$ cat config.mk
export PLATFORM = sky130hd
export DESIGN_NAME = frame_jitter_buffer_playout
export DESIGN_NICKNAME = d
export VERILOG_FILES = /design/src/rtl/fjb_pkg.sv /design/src/rtl/fjb_ram.sv /design/src/rtl/frame_jitter_buffer_playout.sv
export SDC_FILE = /design/constraint.sdc
export NUM_CORES = 2
export LEC_CHECK = 0
export BUFFER_PORTS_ARGS = -buffer_cell sky130_fd_sc_hd__buf_2
export CAP_MARGIN = 15
export CORE_ASPECT_RATIO = 1.5
export CORE_MARGIN = 2
export CORE_UTILIZATION = 51
export DETAILED_ROUTE_END_ITERATION = 8
export HOLD_SLACK_MARGIN = 0.12
export PLACE_DENSITY = 0.64
export RECOVER_POWER = 100
export SLEW_MARGIN = 15
export SYNTH_ARGS = -nofsm -noshare
export SYNTH_HDL_FRONTEND = slang
export SYNTH_HIERARCHICAL = 1
export SYNTH_SLANG_ARGS = --single-unit
$ cat constraint.sdc
create_clock -name i_clk -period 14.7 [get_ports i_clk]
set_input_delay 0.735 -clock i_clk [delete_from_list [all_inputs] [get_ports i_clk]]
set_output_delay 0.735 -clock i_clk [all_outputs]
set_load 0.005 [all_outputs]
$ cat src/rtl/fjb_pkg.sv
// fjb_pkg: types and constants shared by the frame jitter buffer playout block
// depends on nothing
package fjb_pkg;

    localparam int FRAME_W = 32;
    localparam int SLOT_W  = 6;
    localparam int THR_W   = 6;

    localparam logic [THR_W-1:0] THR_RESET = 6'd24;

    typedef enum logic [1:0] {
        OP_PUSH  = 2'd0,
        OP_PULL  = 2'd1,
        OP_FLUSH = 2'd2
    } t_op;

    typedef enum logic [2:0] {
        STS_PLAYED  = 3'd0,
        STS_STARTED = 3'd1,
        STS_EMPTY   = 3'd2,
        STS_WAITING = 3'd3,
        STS_GAP     = 3'd4,
        STS_PUSHED  = 3'd5,
        STS_DROPPED = 3'd6,
        STS_FLUSHED = 3'd7
    } t_status;

    typedef enum logic [2:0] {
        ST_IDLE,
        ST_GCUR,
        ST_GHEAD,
        ST_SCAN,
        ST_FIN
    } t_state;

    typedef struct packed {
        logic [1:0]         operation;
        logic [FRAME_W-1:0] frame_number;
    } t_item;

    typedef struct packed {
        logic              play_valid;
        logic [SLOT_W-1:0] slot_index;
        t_status           status;
        logic              skipped;
    } t_result;

endpackage

$ cat src/rtl/fjb_ram.sv
// fjb_ram: generic single write port, single read port ram with registered read
// depends on nothing
module fjb_ram #(
    parameter int WIDTH = 32,
    parameter int DEPTH = 64
) (
    input  logic                     i_clk,
    input  logic                     i_we,
    input  logic [$clog2(DEPTH)-1:0] i_waddr,
    input  logic [WIDTH-1:0]         i_wdata,
    input  logic [$clog2(DEPTH)-1:0] i_raddr,
    output logic [WIDTH-1:0]         o_rdata
);

    logic [WIDTH-1:0] r_mem [DEPTH];
    logic [WIDTH-1:0] r_rdata;

    always_ff @(posedge i_clk) begin
        if (i_we) begin
            r_mem[i_waddr] <= i_wdata;
        end
        r_rdata <= r_mem[i_raddr];
    end

    assign o_rdata = r_rdata;

endmodule

$ cat src/rtl/frame_jitter_buffer_playout.sv
// frame_jitter_buffer_playout: ring of frame numbers with push, pull and flush
// depends on fjb_pkg and fjb_ram
//
//   channel   handshake              payload
//   command   start / busy           i_item   (operation, frame_number)
//   result    o_strobe, one cycle    o_result (play_valid, slot_index, status, skipped)
//   config    i_cfg_we               i_cfg_wdata (prebuffer threshold)
//
// push, flush, and a pull that needs no store read finish in ST_IDLE; the result
// shows on the following cycle.
// a pull while playing with a sequence check passes ST_GCUR and ST_GHEAD (two ram reads).
// a pull over the threshold while not playing scans the queue in ST_SCAN, one ram read
// per queued frame, then ST_FIN starts playout or waits.
// synchronous active-low reset clears the indexes and flags; the ram needs no clear.
// results cannot be held off by the receiver.
module frame_jitter_buffer_playout #(
    parameter int RING_DEPTH = 64
) (
    input  logic                    i_clk,
    input  logic                    i_rst_n,
    input  logic                    start,
    output logic                    busy,
    input  fjb_pkg::t_item          i_item,
    input  logic                    i_cfg_we,
    input  logic [fjb_pkg::THR_W-1:0] i_cfg_wdata,
    output logic                    o_strobe,
    output fjb_pkg::t_result        o_result
);
    import fjb_pkg::*;

    localparam int IW = $clog2(RING_DEPTH);
    localparam int QW = IW + 1;
    localparam int CW = (QW > THR_W) ? QW : THR_W;

    t_state             r_state, n_state;
    logic [IW-1:0]      r_head, n_head;
    logic [IW-1:0]      r_tail, n_tail;
    logic [IW-1:0]      r_cur, n_cur;
    logic               r_cur_valid, n_cur_valid;
    logic               r_wipe, n_wipe;
    logic [THR_W-1:0]   r_thr;
    logic [IW-1:0]      r_idx, n_idx;
    logic [FRAME_W-1:0] r_prev, n_prev;
    logic               r_first, n_first;
    logic               r_skip, n_skip;
    logic               r_stb, n_stb;
    t_result            r_out, n_out;

    logic               ram_we;
    logic [IW-1:0]      ram_raddr;
    logic [FRAME_W-1:0] ram_rdata;

    logic [IW-1:0]      h_eff;
    logic               cv_eff;

    function automatic logic [IW-1:0] ring_next(input logic [IW-1:0] i);
        if (i == IW'(RING_DEPTH - 1)) begin
            return '0;
        end
        return i + IW'(1);
    endfunction

    function automatic logic [IW-1:0] ring_prev(input logic [IW-1:0] i);
        if (i == '0) begin
            return IW'(RING_DEPTH - 1);
        end
        return i - IW'(1);
    endfunction

    function automatic logic over_thr(input logic [IW-1:0] h, input logic [IW-1:0] t,
                                      input logic [THR_W-1:0] thr);
        logic [QW-1:0] q;
        q = {1'b0, t} - {1'b0, h};
        if (t < h) begin
            q = q + QW'(RING_DEPTH);
        end
        return CW'(q) > CW'(thr);
    endfunction

    function automatic t_result mk(input logic v, input logic [IW-1:0] slot,
                                   input t_status s, input logic sk);
        t_result r;
        r.play_valid = v;
        r.slot_index = SLOT_W'(slot);
        r.status     = s;
        r.skipped    = sk;
        return r;
    endfunction

    fjb_ram #(
        .WIDTH(FRAME_W),
        .DEPTH(RING_DEPTH)
    ) u_ram (
        .i_clk  (i_clk),
        .i_we   (ram_we),
        .i_waddr(r_tail),
        .i_wdata(i_item.frame_number),
        .i_raddr(ram_raddr),
        .o_rdata(ram_rdata)
    );

    assign h_eff  = r_wipe ? r_tail : r_head;
    assign cv_eff = r_cur_valid & ~r_wipe;

    always_comb begin
        n_state     = r_state;
        n_head      = r_head;
        n_tail      = r_tail;
        n_cur       = r_cur;
        n_cur_valid = r_cur_valid;
        n_wipe      = r_wipe;
        n_idx       = r_idx;
        n_prev      = r_prev;
        n_first     = r_first;
        n_skip      = r_skip;
        n_stb       = 1'b0;
        n_out       = r_out;
        ram_we      = 1'b0;
        ram_raddr   = r_idx;
        case (r_state)
            ST_IDLE: begin
                if (start) begin
                    case (i_item.operation)
                        OP_PUSH: begin
                            n_stb = 1'b1;
                            if (ring_next(r_tail) == r_head) begin
                                n_out = mk(1'b0, '0, STS_DROPPED, 1'b0);
                            end else begin
                                ram_we = 1'b1;
                                n_tail = ring_next(r_tail);
                                n_out  = mk(1'b0, r_tail, STS_PUSHED, 1'b0);
                            end
                        end
                        OP_FLUSH: begin
                            n_stb  = 1'b1;
                            n_wipe = 1'b1;
                            n_head = ring_prev(r_tail);
                            n_out  = mk(1'b0, '0, STS_FLUSHED, 1'b0);
                        end
                        OP_PULL: begin
                            n_wipe      = 1'b0;
                            n_head      = h_eff;
                            n_cur_valid = cv_eff;
                            if (h_eff == r_tail) begin
                                n_cur_valid = 1'b0;
                                n_stb       = 1'b1;
                                n_out       = mk(1'b0, '0, STS_EMPTY, 1'b0);
                            end else if (!cv_eff) begin
                                if (over_thr(h_eff, r_tail, r_thr)) begin
                                    ram_raddr = h_eff;
                                    n_idx     = h_eff;
                                    n_first   = 1'b1;
                                    n_skip    = 1'b0;
                                    n_state   = ST_SCAN;
                                end else begin
                                    n_stb = 1'b1;
                                    n_out = mk(1'b0, '0, STS_WAITING, 1'b0);
                                end
                            end else if (r_cur == h_eff) begin
                                n_cur  = h_eff;
                                n_head = ring_next(h_eff);
                                n_stb  = 1'b1;
                                n_out  = mk(1'b1, h_eff, STS_PLAYED, 1'b0);
                            end else begin
                                ram_raddr = r_cur;
                                n_state   = ST_GCUR;
                            end
                        end
                        default: begin
                        end
                    endcase
                end
            end
            ST_GCUR: begin
                n_prev    = ram_rdata;
                ram_raddr = r_head;
                n_state   = ST_GHEAD;
            end
            ST_GHEAD: begin
                n_state = ST_IDLE;
                n_stb   = 1'b1;
                if (r_prev + FRAME_W'(1) != ram_rdata) begin
                    n_cur_valid = 1'b0;
                    n_out       = mk(1'b0, '0, STS_GAP, 1'b0);
                end else begin
                    n_cur  = r_head;
                    n_head = ring_next(r_head);
                    n_out  = mk(1'b1, r_head, STS_PLAYED, 1'b0);
                end
            end
            ST_SCAN: begin
                n_prev  = ram_rdata;
                n_first = 1'b0;
                if (!r_first && (r_prev + FRAME_W'(1) != ram_rdata)) begin
                    n_head = r_idx;
                    n_skip = 1'b1;
                end
                if (ring_next(r_idx) == r_tail) begin
                    n_state = ST_FIN;
                end else begin
                    n_idx     = ring_next(r_idx);
                    ram_raddr = ring_next(r_idx);
                end
            end
            ST_FIN: begin
                n_state = ST_IDLE;
                n_stb   = 1'b1;
                if (over_thr(r_head, r_tail, r_thr)) begin
                    n_cur       = r_head;
                    n_cur_valid = 1'b1;
                    n_head      = ring_next(r_head);
                    n_out       = mk(1'b1, r_head, STS_STARTED, r_skip);
                end else begin
                    n_out = mk(1'b0, '0, STS_WAITING, r_skip);
                end
            end
            default: begin
                n_state = ST_IDLE;
            end
        endcase
    end

    always_ff @(posedge i_clk) begin
        if (!i_rst_n) begin
            r_state     <= ST_IDLE;
            r_head      <= '0;
            r_tail      <= '0;
            r_cur       <= '0;
            r_cur_valid <= 1'b0;
            r_wipe      <= 1'b0;
            r_thr       <= THR_RESET;
            r_stb       <= 1'b0;
        end else begin
            r_state     <= n_state;
            r_head      <= n_head;
            r_tail      <= n_tail;
            r_cur       <= n_cur;
            r_cur_valid <= n_cur_valid;
            r_wipe      <= n_wipe;
            r_stb       <= n_stb;
            if (i_cfg_we) begin
                r_thr <= i_cfg_wdata;
            end
        end
    end

    always_ff @(posedge i_clk) begin
        r_idx   <= n_idx;
        r_prev  <= n_prev;
        r_first <= n_first;
        r_skip  <= n_skip;
        r_out   <= n_out;
    end

    assign busy     = (r_state != ST_IDLE);
    assign o_strobe = r_stb;
    assign o_result = r_out;

endmodule

Word level (Yosys, flattened, before mapping)

Memories as Yosys holds them, arrays and structs flattened. A register that Yosys moved wholly into a read port is not among the register bits.
Index checks and enable logic that the tools add are counted.
Widths: inputs -> output; s select.

Add/subtract/negate cells: 10
Magnitude comparators: 4
Eq/ne operators: 33
Multiplexer cells: 135
Bitwise gates (word level): 3
Reductions and logical operators: 23

Operator list:

| cell                  | count |
|---|---|
| $mux 6                | 43 |
| $mux 11               | 7 |
| $pmux 11 s3           | 2 |
| $mux 7                | 8 |
| $mux 1                | 55 |
| $pmux 6 s3            | 2 |
| $add 32x1->32 const B | 1 |
| $ne 32x32->1          | 1 |
| $add 6x1->6 const B   | 4 |
| $eq 6x6->1            | 4 |
| $eq 6x6->1 const B    | 4 |
| $pmux 6 s2            | 2 |
| $pmux 6 s4            | 1 |
| $ne 2x2->1 const B    | 11 |
| $mux 3                | 7 |
| $reduce_and 6->1      | 3 |
| $reduce_and 5->1      | 3 |
| $add 7x7->7 const B   | 2 |
| $gt 7x6->1            | 2 |
| $sub 6x6->7           | 2 |
| $lt 6x6->1            | 2 |
| $mux 10               | 1 |
| $ne 5x5->1 const B    | 2 |
| $pmux 1 s2            | 5 |
| 27 further kinds      | 34 |

Register bits after elaboration: 81
Memory bits (writable): 2048
Input bits: 44
Output and inout port bits: 13
Word-level logic and storage cells: 225
Memories kept: 1

Memories:

| memory      | depth | width | read ports | clocked after Yosys merged registers in | write ports | line          | source |
|---|---|---|---|---|---|---|---|
| u_ram.r_mem | 64    | 32    | 1          | 1                                       | 1           | fjb_ram.sv:15 | `logic [WIDTH-1:0] r_mem [DEPTH];` |

Longest topological paths before layout

Depth in word-level cells: 16
Gate-level depth with buffers: 30
Gate-level depth less buffers: 23

Hierarchy

Netlist, hierarchy kept.

By module, submodules not included:

| module                      | times used | cells each | area an instance (um2) | sequential area each (um2) |
|---|---|---|---|---|
| fjb_ram                     | 1          | 3511       | 79039.6                | 62139.6 |
| frame_jitter_buffer_playout | 1          | 847        | 7164.4                 | 2132.0 |

Worst setup path after synthesis

Ideal clock, no wire load.

Path type: register to register
Start: reg r_wipe
End: reg u_ram.r_rdata[22], in the netlist u_ram/o_rdata[22], read port of u_ram.r_mem
Arrival: 5.767 ns
Setup slack: 8.791 ns
Cell stages (with the launch flop): 26
Buffers on the path: 4
Cells stage by stage: dfxtp_1 -> clkbuf_1 -> mux2i_1 -> ha_1 -> nor2b_1 -> o21ai_0 -> a21boi_0 -> o31ai_1 -> a21boi_0 -> ha_1 -> nand3_1 -> o21bai_1 -> a21oi_1 -> a211oi_1 -> clkbuf_1 -> mux2i_1 -> o221ai_1 -> a21boi_0 -> a211oi_1 -> clkbuf_1 -> inv_1 -> nor2_1 -> clkbuf_1 -> a21oi_1 -> a21oi_1 -> a221oi_1

Longest elaborated chain between the ends: 16
Elaborated cells on any way between the ends: 22
Classes of those cells: add/sub: 2; order compare: 2; eq/ne: 2; mux: 14; bitwise: 2

Ends and longest elaborated chain:

| what                   | line                               | source |
|---|---|---|
| from (decl)            | frame_jitter_buffer_playout.sv:40  | `logic r_wipe, n_wipe;` |
| from (signal assigned) | frame_jitter_buffer_playout.sv:239 | `r_wipe <= n_wipe;` |
| $mux 6                 | frame_jitter_buffer_playout.sv:102 | `assign h_eff = r_wipe ? r_tail : r_head;` |
| $sub 6x6->7            | frame_jitter_buffer_playout.sv:73  | `q = {1'b0, t} - {1'b0, h};` |
| $add 7x7->7            | frame_jitter_buffer_playout.sv:75  | `q = q + QW'(RING_DEPTH);` |
| $mux 7                 | frame_jitter_buffer_playout.sv:74  | `if (t < h) begin` |
| $mux 7                 | frame_jitter_buffer_playout.sv:148 | `end else if (!cv_eff) begin` |
| $mux 7                 | frame_jitter_buffer_playout.sv:144 | `if (h_eff == r_tail) begin` |
| $mux 7                 | frame_jitter_buffer_playout.sv:123 | `case (i_item.operation)` |
| $mux 7                 | frame_jitter_buffer_playout.sv:122 | `if (start) begin` |
| $mux 7                 | frame_jitter_buffer_playout.sv:120 | `case (r_state)` |
| $gt 7x6->1             | frame_jitter_buffer_playout.sv:77  | `return CW'(q) > CW'(thr);` |
| $mux 6                 | frame_jitter_buffer_playout.sv:149 | `if (over_thr(h_eff, r_tail, r_thr)) begin` |
| $mux 6                 | frame_jitter_buffer_playout.sv:148 |  |
| $mux 6 (*)             | frame_jitter_buffer_playout.sv:144 |  |
| $mux 6 (*)             | frame_jitter_buffer_playout.sv:123 |  |
| $mux 6 (*)             | frame_jitter_buffer_playout.sv:122 |  |
| $pmux 6 s3 (*)         | frame_jitter_buffer_playout.sv:120 |  |
| net ram_raddr[5]       | frame_jitter_buffer_playout.sv:50  | `logic [IW-1:0] ram_raddr;` |
| to (decl)              | fjb_ram.sv:16                      | `logic [WIDTH-1:0] r_rdata;` |

Mark *: on every way through the listed nets, which the timed path passes. The rest lies on a longest branch. The select of a mux whose other input is x is not followed.
A chain may end at the register's enable or synchronous reset.

Worst setup path in the final report

Start: reg r_tail[1]
End: reg u_ram.r_rdata[19], in the netlist u_ram/o_rdata[19], read port of u_ram.r_mem

Longest elaborated chain between the ends: 16
Elaborated cells on any way between the ends: 22
Classes of those cells: add/sub: 2; order compare: 2; eq/ne: 3; mux: 15

Ends and longest elaborated chain:

| what                   | line                               | source |
|---|---|---|
| from (decl)            | frame_jitter_buffer_playout.sv:37  | `logic [IW-1:0] r_tail, n_tail;` |
| from (signal assigned) | frame_jitter_buffer_playout.sv:236 | `r_tail <= n_tail;` |
| $mux 6                 | frame_jitter_buffer_playout.sv:102 |  |
| $sub 6x6->7            | frame_jitter_buffer_playout.sv:73  |  |
| $add 7x7->7            | frame_jitter_buffer_playout.sv:75  |  |
| $mux 7                 | frame_jitter_buffer_playout.sv:74  |  |
| $mux 7                 | frame_jitter_buffer_playout.sv:148 |  |
| $mux 7                 | frame_jitter_buffer_playout.sv:144 |  |
| $mux 7                 | frame_jitter_buffer_playout.sv:123 |  |
| $mux 7                 | frame_jitter_buffer_playout.sv:122 |  |
| $mux 7                 | frame_jitter_buffer_playout.sv:120 |  |
| $gt 7x6->1             | frame_jitter_buffer_playout.sv:77  |  |
| $mux 6                 | frame_jitter_buffer_playout.sv:149 |  |
| $mux 6                 | frame_jitter_buffer_playout.sv:148 |  |
| $mux 6                 | frame_jitter_buffer_playout.sv:144 |  |
| $mux 6                 | frame_jitter_buffer_playout.sv:123 |  |
| $mux 6                 | frame_jitter_buffer_playout.sv:122 |  |
| $pmux 6 s3 (*)         | frame_jitter_buffer_playout.sv:120 |  |
| net ram_raddr[1]       | frame_jitter_buffer_playout.sv:50  |  |

Marks and branches as above.

==> impl_results.md <==
- RR Startpoint: r_tail[1]$_SDFFE_PN0P_
- DRC errors left: 0
- Ports: 57
- Post-synth EDFFs: 2099
- CP bufs+invs: 5
- Slew headroom: -1.55
- P_int: between 10 and 15 mW
- Post-Synthesis Cells: 4358
- Failing checks: max-capacitance violations, max-slew violations
- Worst path top cell family by delay: buffers and inverters
- Power share of the combinational group: 0.223
- Vias in the first global route: 44613
- Vias: 44123
- Hold endpoint: r_thr[4]$_SDFFE_PN1P_
- Worst Path Required: 15.49 ns
- Worst-path fanout max: 123
- Worst-skew pair later-pin latency: 0.84 ns
- Mean Syn Cell Area: 19.8 µm²
- Overall Global Routing Usage: 0.258
- Register-to-register setup slack: 3.56 ns
- Slowest-stage cell, CP: clkbuf_1
- Synthesized area: 86200 µm²
- R2R depth: 24
- Seq. cell area: 64300 µm²
- Clk buf depth: 3
- Psw: ~4.4 mW
- Routed Antenna Nets: 0
- Post-Route WL: between 200 and 250 mm
- Power per cell area: 164 nW/µm²
- Setup TNS: 0 ns
- Iteration-0 DRC Markers: around 4500
- Register area share after synthesis: 0.746
- Register bit total from synthesis: around 2200
- Part of the cycle the worst path needs: 0.758
- Switching Share: 0.280
- Most common cell after layout, fill and taps aside: edfxtp_1
- Clk pin slew, worst setup/hold paths: about 0.07 ns
- TritonCTS Sinks: between 2000 and 2500
- CP Capture Type: register
- Fin worst setup slack: 3.56 ns
- CTS resizes: 0
- Worst reg2reg endpoint: u_ram/o_rdata[19]$_DFF_P_
- Avg WL per Cell: 32.2 µm
- Hold Path Depth: 2
- Crit-path cells: mux2i_1 -> ha_1 -> nor2b_1 -> o21ai_0 -> a21boi_0 -> o31ai_1 -> a21boi_0 -> ha_1 -> nand3_1 -> o21bai_1 -> a21oi_1 -> a211oi_1 -> clkbuf_1 -> mux2i_1 -> a2111oi_0 -> o32a_2 -> buf_12 -> buf_12 -> clkbuf_1 -> nand2b_1 -> buf_4 -> o221ai_1 -> o21ai_0 -> and3_1
- Die W: 340 µm
- Max Cap Violations: 118
- Finish-stage setup viols: 0
- Multi-input logic area: 20700 µm²
- Max rail drop VDD: 0.000149 V
- Max Fclk: 89.8 MHz
- Initial Util: 0.514
- Area grow syn2layout: 10.5%
- Post-synth net total: 4440
- Core ar.: 168000 µm²
- Cell variety after synth: 97
- Pre-CTS WS: between 5 and 6 ns
- Clock share of power: 0.328
- Pin count of the biggest net entering global routing: 124
- LEAKAGE: 29.8 nW
- Syn. warnings: 6
- H-tree Lvls: 4
- Flop pwr share: 0.449
- Cts bufs inserted: ~190
- CTS tree: built
- Top FF cell, synth: edfxtp_1
- GRT overflow: 0
- Port Buf Inserts: 56
- Status: finished with violations
- Arr. time, crit path: 11.92 ns
- Vias per cell: around 6.4
- Row count: 184
- Final min period: between 10 and 15 ns
- DIE AREA: 172000 µm²
- Setup CP Type: register to register
- Final hold violations: 0
- Setup Skew: 0.0302 ns
- DIE HEIGHT: 508 µm
- Final Net Count: 4567
- RSZ-0062 raised after global routing: false
- Drt first pass iters: 6
- Clk root buf: clkbuf_16
- Final GP Congestion: 0.925
- Least-Margin Pin Slew: 3.83 ns
- Most frequent cells in the layout: edfxtp_1, mux4_2, mux2i_1
- Count of pins over their slew limit: roughly 4300
- First-pass GRT wire length: 318 mm
- Tightest Hold Check Type: input port to register
- Startpoint class of the critical path: register
- Hold path start: i_cfg_we
- Initial antenna violation count: 11
- # fillers: roughly 12000
- Async SR Flop Fraction: 0
- Hpwl dp: 126 mm
- Layout cells sized above 1: 0.187
- CP max stage delay: 2.47 ns
[routing by layer]
metal	global-route usage	vias to the layer above	routed length, µm
met5	0	-	16
met4	0.0884	2	7870
met3	0.0372	393	14600
met2	0.454	1765	116000
met1	0.328	23612	83500
li1	-	18351	-
[repair_timing]
item	4_1_cts	5_1_grt
hold buffers	6	0
setup buffers	0	0
setup endpoints to repair	0	0
hold endpoints to repair	6	0
[cell usage after synthesis (29+ instances only)]
master | instances | area (µm²)
mux4_2 | 446 | 10000
a31oi_1 | 30 | 188
a21oi_1 | 71 | 355
a22oi_1 | 139 | 1040
buf_4 | 29 | 218
edfxtp_1 | 2099 | 63000
ha_1 | 36 | 450
a211oi_1 | 34 | 255
o22ai_1 | 49 | 307
mux2i_1 | 229 | 2290
buf_2 | 55 | 275
nand2_1 | 120 | 450
o21ai_0 | 72 | 360
inv_1 | 45 | 169
dfxtp_1 | 62 | 1240
clkbuf_1 | 108 | 405
xnor2_1 | 49 | 429
buf_6 | 31 | 349
nand3_1 | 74 | 370
nor2_1 | 156 | 586
[metrics by stage]
stage	util	power [mW]	hold WS, ns	instance area (µm²)	cells
global route	0.568	16.1	0.234	95200	6880
floorplan	-	9.58	0.428	86200	4358
global placement	0.532	10.6	0.466	89400	6516
CTS	0.571	15.7	0.180	95800	6876
finish	0.568	15.6	0.249	95300	6882
detailed placement	0.532	10.6	0.466	89400	6516
[state kept, by name, indices dropped and copies added, names as in the netlist]
signal         cells
r_thr              6
r_skip             1
r_first            1
o_strobe           1
r_cur_valid        1
u_ram/o_rdata     32
r_prev            32
r_cur              6
r_tail             6
r_idx              6
u_ram/r_mem     2048
r_head             6
r_wipe             1
r_state            3
o_result          11
[kinds of logic (layout without fill, tap and decap cells)]
group           count (synthesis)  count (layout)  share of synthesized area
compound gates                567             567                     0.0463
flops                        2161            2161                      0.746
mux                           678             678                      0.144
other cells                     0               4                          0
xor+xnor                       72              72                    0.00732
fa+ha+maj                      38              38                    0.00569
buf+inv                       293             581                     0.0188
simple gates                  549             549                     0.0329
[power groups by stage]
stage	combinational [mW]	clock (mW)	sequential, mW
2_1_floorplan	2.55	0	7.03
3_3_place_gp	3.45	0	7.12
3_5_place_dp	3.47	0	7.12
4_1_cts	3.48	5.19	6.99
5_1_grt	3.71	5.41	7.00
6_report	3.47	5.11	7.00
[cell type report]
cell class                      count  share of cell area
Timing Repair Buffer              180              0.0103
Sequential cell                  2161               0.675
Multi-Input combinational cell   1904               0.217
Inverter                           47             0.00185
Antenna cell                        4            0.000105
Clock buffer                      253              0.0543
Clock inverter                    101              0.0126
Tap cell                         2232              0.0293
[how the worst max path moves through the flow]
| stage | slack, ns | end | startpoint | cells past startpoint |
|---|---|---|---|---|
| final | 3.56 | u_ram/o_rdata[19]$_DFF_P_ | r_tail[1]$_SDFFE_PN0P_ | 24 |
| after global routing | 2.64 | u_ram/o_rdata[22]$_DFF_P_ | r_tail[1]$_SDFFE_PN0P_ | 23 |
| after CTS | 5.84 | u_ram/o_rdata[19]$_DFF_P_ | r_tail[1]$_SDFFE_PN0P_ | 24 |
| after detailed placement | 5.89 | u_ram/o_rdata[19]$_DFF_P_ | r_tail[1]$_SDFFE_PN0P_ | 24 |
| after global placement | 5.89 | u_ram/o_rdata[19]$_DFF_P_ | r_tail[1]$_SDFFE_PN0P_ | 24 |
| after floorplan | 8.79 | u_ram/o_rdata[22]$_DFF_P_ | r_wipe$_SDFFE_PN0P_ | 25 |
No activity file was read; power rests on OpenSTA's default activity.
